--- config.mk ---
export PLATFORM = sky130hd
export DESIGN_NAME = multi_client_watchdog_table_core
export DESIGN_NICKNAME = d
export VERILOG_FILES = /design/src/rtl/mcwdt_pkg.sv /design/src/rtl/multi_client_watchdog_table_core.sv
export SDC_FILE = /design/constraint.sdc
export NUM_CORES = 1
export LEC_CHECK = 0
export ABC_AREA = 1
export BUFFER_PORTS_ARGS = -buffer_cell sky130_fd_sc_hd__buf_2
export CELL_PAD_IN_SITES_DETAIL_PLACEMENT = 1
export CELL_PAD_IN_SITES_GLOBAL_PLACEMENT = 1
export CORE_UTILIZATION = 50
export CTS_CLUSTER_SIZE = 40
export DETAILED_ROUTE_END_ITERATION = 10
export GPL_TIMING_DRIVEN = 0
export PLACE_DENSITY_LB_ADDON = 0.1
export SLEW_MARGIN = 20
export SYNTH_ARGS = -nofsm -noshare
export SYNTH_HDL_FRONTEND = slang
export SYNTH_SLANG_ARGS = --single-unit
--- constraint.sdc ---
create_clock -name clk -period 5.6 [get_ports clk]
set_clock_uncertainty 0.15 [all_clocks]
set_input_delay 1.12 -clock clk [delete_from_list [all_inputs] [get_ports clk]]
set_output_delay 1.12 -clock clk [all_outputs]
set_load 0.02 [all_outputs]
--- src/rtl/mcwdt_pkg.sv ---
// Package for the multi-client watchdog table: sizes, field widths, codes
// and the countdown load function. No dependencies.
// Used by multi_client_watchdog_table_core.
package mcwdt_pkg;

  // Table geometry and timing
  localparam int TABLE_DEPTH      = 16;
  localparam int TICKS_PER_SECOND = 100;
  localparam int MAX_RESULTS      = 16;
  localparam int IDX_W = (TABLE_DEPTH > 1) ? $clog2(TABLE_DEPTH) : 1;
  localparam int CNT_W = $clog2(MAX_RESULTS + 1);

  // Field widths
  localparam int CLIENT_W  = 22;
  localparam int REMAIN_W  = 18;
  localparam int TIMEOUT_W = 8;
  localparam int SIGNAL_W  = 7;
  localparam int TPS_W     = 10;
  localparam int PROD_W    = TIMEOUT_W + TPS_W;
  localparam int IN_DATA_W  = 24;
  localparam int OUT_DATA_W = 32;
  localparam int CFG_IDX_W  = 8;
  localparam int CFG_DATA_W = 8;

  // Configuration register indexes and reset values
  localparam logic [CFG_IDX_W-1:0] REG_TIMEOUT = 8'd0;
  localparam logic [CFG_IDX_W-1:0] REG_SIGNAL  = 8'd1;
  localparam logic [TIMEOUT_W-1:0] TIMEOUT_RST = 8'd5;
  localparam logic [SIGNAL_W-1:0]  SIGNAL_RST  = 7'd15;   // SIGTERM

  // Command codes
  localparam logic [1:0] MODE_REGISTER = 2'd0;
  localparam logic [1:0] MODE_KICK     = 2'd1;
  localparam logic [1:0] MODE_RELEASE  = 2'd2;
  localparam logic [1:0] MODE_TICK     = 2'd3;

  // Result kinds
  localparam logic [1:0] KIND_STATUS = 2'd0;
  localparam logic [1:0] KIND_EXPIRY = 2'd1;
  localparam logic [1:0] KIND_QUIET  = 2'd2;

  // Command status codes
  localparam logic [1:0] ST_DONE      = 2'd0;
  localparam logic [1:0] ST_NOT_FOUND = 2'd1;
  localparam logic [1:0] ST_KNOWN     = 2'd2;
  localparam logic [1:0] ST_FULL      = 2'd3;

  localparam logic [REMAIN_W-1:0] REMAIN_MAX = '1;

  // Countdown load: seconds times ticks per second, saturated to the counter
  function automatic logic [REMAIN_W-1:0] load_value(input logic [TIMEOUT_W-1:0] secs);
    logic [PROD_W-1:0] prod;
    prod = PROD_W'(secs) * PROD_W'(TICKS_PER_SECOND);
    if (prod > PROD_W'(REMAIN_MAX)) begin
      return REMAIN_MAX;
    end
    return REMAIN_W'(prod);
  endfunction

endpackage

--- src/rtl/multi_client_watchdog_table_core.sv ---
// Multi-client watchdog table: top level with slot store and sequencer.
// Depends on mcwdt_pkg.
//
// One command is taken at a time and the sequencer then walks the slot table,
// one slot per cycle through a single compare/decrement datapath, though a
// tick walk can stall. Register, kick and release search all TABLE_DEPTH
// slots and then apply the change once the status result can be handed to
// the output register; only then can the next command be taken.
// A tick walks all TABLE_DEPTH slots the same way and emits one
// expiry per expired slot in ascending slot order; the walk pauses while an
// expiry cannot be handed to the output register. The slot table is empty
// after reset and needs no clearing pass. Configuration writes are always
// taken and must only be issued while no command is in progress.
module multi_client_watchdog_table_core (
  input  logic        clk,
  input  logic        rst,
  // command stream
  input  logic        s_tvalid,
  output logic        s_tready,
  input  logic [23:0] s_tdata,    // [21:0] client_id, [23:22] zero
  input  logic [1:0]  s_tuser,    // [1:0] mode
  // result stream
  output logic        m_tvalid,
  input  logic        m_tready,
  output logic [31:0] m_tdata,    // [1:0] status, [23:2] expired_client,
                                  // [30:24] signal_out, [31] zero
  output logic [1:0]  m_tuser,    // [1:0] kind
  output logic        m_tlast,    // last result of the command
  // configuration writes
  input  logic        cfg_valid,
  output logic        cfg_ready,
  input  logic [7:0]  cfg_index,
  input  logic [7:0]  cfg_data
);

  localparam logic [2:0] S_IDLE = 3'd0;
  localparam logic [2:0] S_SCAN = 3'd1;
  localparam logic [2:0] S_CMD  = 3'd2;
  localparam logic [2:0] S_TICK = 3'd3;
  localparam logic [2:0] S_TEND = 3'd4;

  localparam logic [mcwdt_pkg::IDX_W-1:0] IDX_LAST =
    mcwdt_pkg::IDX_W'(mcwdt_pkg::TABLE_DEPTH - 1);

  // Configuration
  logic [mcwdt_pkg::TIMEOUT_W-1:0] timeout_seconds;
  logic [mcwdt_pkg::SIGNAL_W-1:0]  signal_number;

  // Sequencer
  logic [2:0]                      state;
  logic [mcwdt_pkg::IDX_W-1:0]     idx;
  logic [1:0]                      cmd_mode;
  logic [mcwdt_pkg::CLIENT_W-1:0]  cmd_client;
  logic                            hit;
  logic [mcwdt_pkg::IDX_W-1:0]     hit_idx;
  logic                            free_ok;
  logic [mcwdt_pkg::IDX_W-1:0]     free_idx;
  logic [mcwdt_pkg::CNT_W-1:0]     exp_cnt;
  logic                            pend_valid;
  logic [mcwdt_pkg::CLIENT_W-1:0]  pend_client;

  // Slot table
  logic [mcwdt_pkg::TABLE_DEPTH-1:0] slot_valid;
  logic [mcwdt_pkg::TABLE_DEPTH-1:0] slot_armed;
  logic [mcwdt_pkg::CLIENT_W-1:0]    slot_client    [mcwdt_pkg::TABLE_DEPTH];
  logic [mcwdt_pkg::REMAIN_W-1:0]    slot_remaining [mcwdt_pkg::TABLE_DEPTH];

  // Shared datapath
  logic [mcwdt_pkg::CLIENT_W-1:0] rd_client;
  logic [mcwdt_pkg::REMAIN_W-1:0] rd_remain;
  logic [mcwdt_pkg::REMAIN_W-1:0] load;
  logic                           cur_armed;
  logic                           count_on;
  logic                           need_emit;
  logic                           out_free;
  logic                           tick_go;
  logic [1:0]                     cmd_status;

  // Table write port
  logic                           we_client;
  logic                           we_remain;
  logic [mcwdt_pkg::IDX_W-1:0]    wr_idx;
  logic [mcwdt_pkg::REMAIN_W-1:0] wr_remain;

  // Output register load
  logic                           push;
  logic [1:0]                     push_kind;
  logic [1:0]                     push_status;
  logic [mcwdt_pkg::CLIENT_W-1:0] push_client;
  logic [mcwdt_pkg::SIGNAL_W-1:0] push_sig;
  logic                           push_last;

  assign s_tready  = (state == S_IDLE);
  assign cfg_ready = 1'b1;

  assign rd_client = slot_client[idx];
  assign rd_remain = slot_remaining[idx];
  assign load      = mcwdt_pkg::load_value(timeout_seconds);
  assign cur_armed = slot_armed[idx];
  assign count_on  = rd_remain > mcwdt_pkg::REMAIN_W'(1);
  assign need_emit = cur_armed && !count_on &&
                     (exp_cnt < mcwdt_pkg::CNT_W'(mcwdt_pkg::MAX_RESULTS));
  assign out_free  = !m_tvalid || m_tready;
  // stall the walk while a held expiry cannot be handed on
  assign tick_go   = !(need_emit && pend_valid && !out_free);

  // Decide the command status from the search results
  always_comb begin
    unique case (cmd_mode)
      mcwdt_pkg::MODE_REGISTER: begin
        if (hit) begin
          cmd_status = mcwdt_pkg::ST_KNOWN;
        end else if (free_ok) begin
          cmd_status = mcwdt_pkg::ST_DONE;
        end else begin
          cmd_status = mcwdt_pkg::ST_FULL;
        end
      end
      mcwdt_pkg::MODE_KICK, mcwdt_pkg::MODE_RELEASE: begin
        cmd_status = hit ? mcwdt_pkg::ST_DONE : mcwdt_pkg::ST_NOT_FOUND;
      end
      default: cmd_status = mcwdt_pkg::ST_DONE;
    endcase
  end

  // Steer the single table write port and the output register load
  always_comb begin
    we_client   = 1'b0;
    we_remain   = 1'b0;
    wr_idx      = idx;
    wr_remain   = load;
    push        = 1'b0;
    push_kind   = mcwdt_pkg::KIND_STATUS;
    push_status = mcwdt_pkg::ST_DONE;
    push_client = '0;
    push_sig    = '0;
    push_last   = 1'b1;
    unique case (state)
      S_TICK: begin
        if (tick_go && cur_armed) begin
          we_remain = 1'b1;
          wr_remain = count_on ? rd_remain - mcwdt_pkg::REMAIN_W'(1) : '0;
        end
        if (need_emit && pend_valid && out_free) begin
          push        = 1'b1;
          push_kind   = mcwdt_pkg::KIND_EXPIRY;
          push_client = pend_client;
          push_sig    = signal_number;
          push_last   = 1'b0;
        end
      end
      S_CMD: begin
        if (out_free) begin
          push        = 1'b1;
          push_status = cmd_status;
          if (cmd_mode == mcwdt_pkg::MODE_REGISTER && !hit && free_ok) begin
            we_client = 1'b1;
            we_remain = 1'b1;
            wr_idx    = free_idx;
          end else if (cmd_mode == mcwdt_pkg::MODE_KICK && hit) begin
            we_remain = 1'b1;
            wr_idx    = hit_idx;
          end
        end
      end
      S_TEND: begin
        if (out_free) begin
          push = 1'b1;
          if (pend_valid) begin
            push_kind   = mcwdt_pkg::KIND_EXPIRY;
            push_client = pend_client;
            push_sig    = signal_number;
          end else begin
            push_kind = mcwdt_pkg::KIND_QUIET;
          end
        end
      end
      default: begin
      end
    endcase
  end

  // Slot payload store and result payload
  always_ff @(posedge clk) begin
    if (we_client) begin
      slot_client[wr_idx] <= cmd_client;
    end
    if (we_remain) begin
      slot_remaining[wr_idx] <= wr_remain;
    end
    if (push) begin
      m_tdata <= {1'b0, push_sig, push_client, push_status};
      m_tuser <= push_kind;
      m_tlast <= push_last;
    end
  end

  // Control state, configuration and slot flags
  always_ff @(posedge clk) begin
    if (rst) begin
      state           <= S_IDLE;
      idx             <= '0;
      hit             <= 1'b0;
      free_ok         <= 1'b0;
      exp_cnt         <= '0;
      pend_valid      <= 1'b0;
      m_tvalid        <= 1'b0;
      slot_valid      <= '0;
      slot_armed      <= '0;
      timeout_seconds <= mcwdt_pkg::TIMEOUT_RST;
      signal_number   <= mcwdt_pkg::SIGNAL_RST;
    end else begin
      // take configuration transfers
      if (cfg_valid && cfg_ready) begin
        if (cfg_index == mcwdt_pkg::REG_TIMEOUT) begin
          timeout_seconds <= cfg_data;
        end else if (cfg_index == mcwdt_pkg::REG_SIGNAL) begin
          signal_number <= cfg_data[mcwdt_pkg::SIGNAL_W-1:0];
        end
      end

      // hold or drop the output register
      if (push) begin
        m_tvalid <= 1'b1;
      end else if (m_tready) begin
        m_tvalid <= 1'b0;
      end

      unique case (state)
        S_IDLE: begin
          if (s_tvalid) begin
            cmd_mode   <= s_tuser;
            cmd_client <= s_tdata[mcwdt_pkg::CLIENT_W-1:0];
            idx        <= '0;
            hit        <= 1'b0;
            free_ok    <= 1'b0;
            exp_cnt    <= '0;
            pend_valid <= 1'b0;
            state      <= (s_tuser == mcwdt_pkg::MODE_TICK) ? S_TICK : S_SCAN;
          end
        end

        // search for the client and the lowest free slot
        S_SCAN: begin
          if (slot_valid[idx] && rd_client == cmd_client && !hit) begin
            hit     <= 1'b1;
            hit_idx <= idx;
          end
          if (!slot_valid[idx] && !free_ok) begin
            free_ok  <= 1'b1;
            free_idx <= idx;
          end
          if (idx == IDX_LAST) begin
            state <= S_CMD;
          end else begin
            idx <= idx + 1'b1;
          end
        end

        // apply the command once the status can be handed on
        S_CMD: begin
          if (out_free) begin
            if (cmd_mode == mcwdt_pkg::MODE_REGISTER && !hit && free_ok) begin
              slot_valid[free_idx] <= 1'b1;
              slot_armed[free_idx] <= 1'b1;
            end else if (cmd_mode == mcwdt_pkg::MODE_KICK && hit) begin
              slot_armed[hit_idx] <= 1'b1;
            end else if (cmd_mode == mcwdt_pkg::MODE_RELEASE && hit) begin
              slot_valid[hit_idx] <= 1'b0;
              slot_armed[hit_idx] <= 1'b0;
            end
            state <= S_IDLE;
          end
        end

        // count down each armed slot, hold the newest expiry back
        S_TICK: begin
          if (tick_go) begin
            if (need_emit) begin
              slot_armed[idx] <= 1'b0;
              exp_cnt         <= exp_cnt + 1'b1;
              pend_valid      <= 1'b1;
              pend_client     <= rd_client;
            end
            if (idx == IDX_LAST) begin
              state <= S_TEND;
            end else begin
              idx <= idx + 1'b1;
            end
          end
        end

        // send the final result of the tick
        S_TEND: begin
          if (out_free) begin
            pend_valid <= 1'b0;
            state      <= S_IDLE;
          end
        end

        default: state <= S_IDLE;
      endcase
    end
  end

endmodule
==> results.yml <==
floorplanning:
  core_area_um2: 67500
  rows: 95
  die_y_um: 264
  fp.dieW_um: 264
  io_pins: 85
  start_util_pct: 50.8
  dieArea_um2: 69700
grt:
  antenna_found_initial: 0
  grt_pass1_vias: 27787
  grt-ovfl-total: 0
  grt_pass1_wl_um: 180000
  grt_max_degree: 28
  grt_usage_pct: 35.3
layout:
  stdcell_area_um2: 39600
  final_common_cell: "edfxtp_1"
  nets: 3430
  final_cell_mix: "728 x edfxtp_1, 508 x nand2_1, 483 x nor2_1, 291 x o21ai_0, 218 x inv_1"
  multi_input_area_um2: 9790
  drive_above_1_share_pct: 10.5
  fillCellCount: 7015
  area_growth_pct: 15.5
  seq_area_um2: 23200
clock_network:
  insertion_delay_ns: 0.67
  postCtsSetupBuffers: 0
  clock-sinks: 795
  root_buffer: "clkbuf_16"
  cts_tree: "yes"
  cts_hold_buf: 0
  numCtsBuffers: 84
  htreeDepth: 3
  clk_pin_slew_ns: 0.06
  cts_buffer_depth: 3
placed_design:
  port_buffers: 80
  place_ws_ns: -0.409
  placed_area_um2: 37000
  dpl.hpwl_um: 83500
  gp_congestion: 0.926
detailed_routing:
  vias_per_cell: 6.15
  first_iter_violations: 3023
  routedWlPerCell_um: 28.8
  detail_route.first_pass.iterations: 6
  postRouteAntennaNets: 0
  drc: 0
  route.vias.total: 26362
  finalWirelength_um: 123000
logic_synthesis:
  synth-seq-area-share_pct: 67.6
  ys_seq_elements: 795
  synth_edf_count: 728
  synth_nets: 3227
  yosys_warnings: 0
  avgSynthCellArea_um2: 10.9
  ys.flop_type: "edfxtp_1"
  netlist_area_um2: 34300
  async_reset_ff_share_pct: 0
  yosys.cell_types.count: 44
  syn_inst: 3137
worst_setup_path:
  crit_path_max_fanout: 16
  critPathArrivalTime_ns: 5.67
  required_ns: 5.74
  worstSetupPathType: "register to register"
  critPathCaptureType: "register"
  critPathLaunchType: "register"
sta:
  hold_viol_final: 0
  setup_violations: 0
  relSlewSlack_pct: 25.6
  rsz0062_at_grt: "false"
  fin_crit_sh_pct: 98.9
  fin_ws_ns: 0.0637
  slew_viol_final: 0
  max_freq_mhz: 181
  min_period_ns: 5.54
  worst_pin_slew_ns: 1.12
worst_hold_path:
  min_path_type: "register to register"
pwr:
  irDropWorstVdd_v: 0.000365
  power_density_nw_per_um2: 348
  p_total_mw: 13.8
  leakage_nw: 14.3
status:
  status: "finished clean"
run:
  cap_violations: 0
==> layer usage <==
layer	vias to the layer above	wire length (um)	GRT usage, %
li1	11348	-	-
met3	380	9220	4.57
met1	13278	47200	44.3
met4	0	7270	20.2
met5	-	0	0
met2	1356	59800	59.2
==> metrics by stage <==
| step | hold WS (ns) | TNS, ns | instances | utilization (%) |
|---|---|---|---|---|
| floorplan | 0.286 | 0 | 3137 | - |
| global placement | 0.301 | -521.56 | 4090 | 53.0 |
| detailed placement | 0.315 | -70.93 | 4128 | 54.8 |
| CTS | 0.328 | 0 | 4283 | 58.7 |
| global route | 0.354 | 0 | 4284 | 58.7 |
| finish | 0.331 | 0 | 4285 | 58.7 |
==> area by class of cell <==
cell class / count / area share (%)
Clock buffer: 114 / 5.61
Clock inverter: 43 / 1.01
Tap cell: 873 / 2.76
Buffer: 161 / 1.98
Antenna cell: 1 / 0.00631
Sequential cell: 795 / 58.5
Timing Repair Buffer: 119 / 3.27
Multi-Input combinational cell: 1952 / 24.7
Inverter: 227 / 2.15
==> cells in the mapped netlist (15+ instances only) <==
cell	n	share of area, %
edfxtp_1	728	64
nor2_1	522	5.7
nand2_1	509	5.6
o21ai_0	297	4.3
inv_1	218	2.4
nand3_1	213	3.1
o211ai_1	95	2.1
clkbuf_1	88	0.96
a21oi_1	80	1.2
dfxtp_1	67	3.9
ha_1	40	1.5
buf_2	36	0.52
o21ai_1	29	0.42
xor2_1	23	0.59
nand4_1	21	0.38
o221ai_1	17	0.43
a21boi_0	15	0.33
xnor2_1	15	0.38
==> registers in the layout, indices dropped and copies added, names as in the netlist, 2 cells and up, named ones only <==
name             count
cmd_client          22
cmd_mode             2
exp_cnt              5
free_idx             4
hit_idx              4
idx                  4
m_tdata             31
m_tuser              2
pend_client         22
signal_number        7
slot_client        352
slot_remaining     288
slot_valid          16
state                3
timeout_seconds      8
==> path summary, 6_finish.rpt <==
check | slack (ns) | from | depth (start not counted) | to
min reg2reg | 0.33 | signal_number[0] | 2 | signal_number[0]
max | 0.06 | register | 17 | slot_remaining[15][5]
max reg2reg | 0.06 | register | 17 | slot_remaining[15][5]
min | 0.33 | signal_number[0] | 2 | signal_number[0]
==> logic make-up (layout without fill, tap and decap cells) <==
kind of cell / Yosys count / in the layout / share of synthesized area [%]
AO/OA/AOI/OAI: 582 / 582 / 9.81
XOR/XNOR: 38 / 38 / 0.970
other: 2 / 3 / 0.0219
flip-flops: 795 / 795 / 67.6
AND/OR/NAND/NOR: 1287 / 1287 / 15.2
buffers and inverters: 390 / 664 / 4.79
adder cells (fa/ha/maj): 43 / 43 / 1.63
==> worst max-delay path: stages, from the launching register on <==
cell,delay (ns)
dfxtp_1,0.46
buf_4,0.24
buf_2,0.32
buf_2,0.31
buf_2,0.36
nor2_1,0.11
o221ai_1,0.28
nand3_1,0.12
nand2_1,0.22
inv_1,0.12
ha_1,0.25
nand2_1,0.16
a21oi_1,0.18
nand4_1,0.18
nand2_2,0.16
inv_2,0.26
nand2_1,0.35
o21ai_1,0.96
==> report_power, final <==
group	total (mW)	switching (mW)	internal, mW
logic	1.75	1.29	0.454
registers	6.64	0.0944	6.54
clock network	5.39	2.43	2.96
==> repair_timing <==
item | 4_1_cts | 5_1_grt
pin swaps | 0 | 0
gates resized for setup | 2 | 4
setup endpoints to repair | 392 | 64
(Power assumes the default switching activity.)
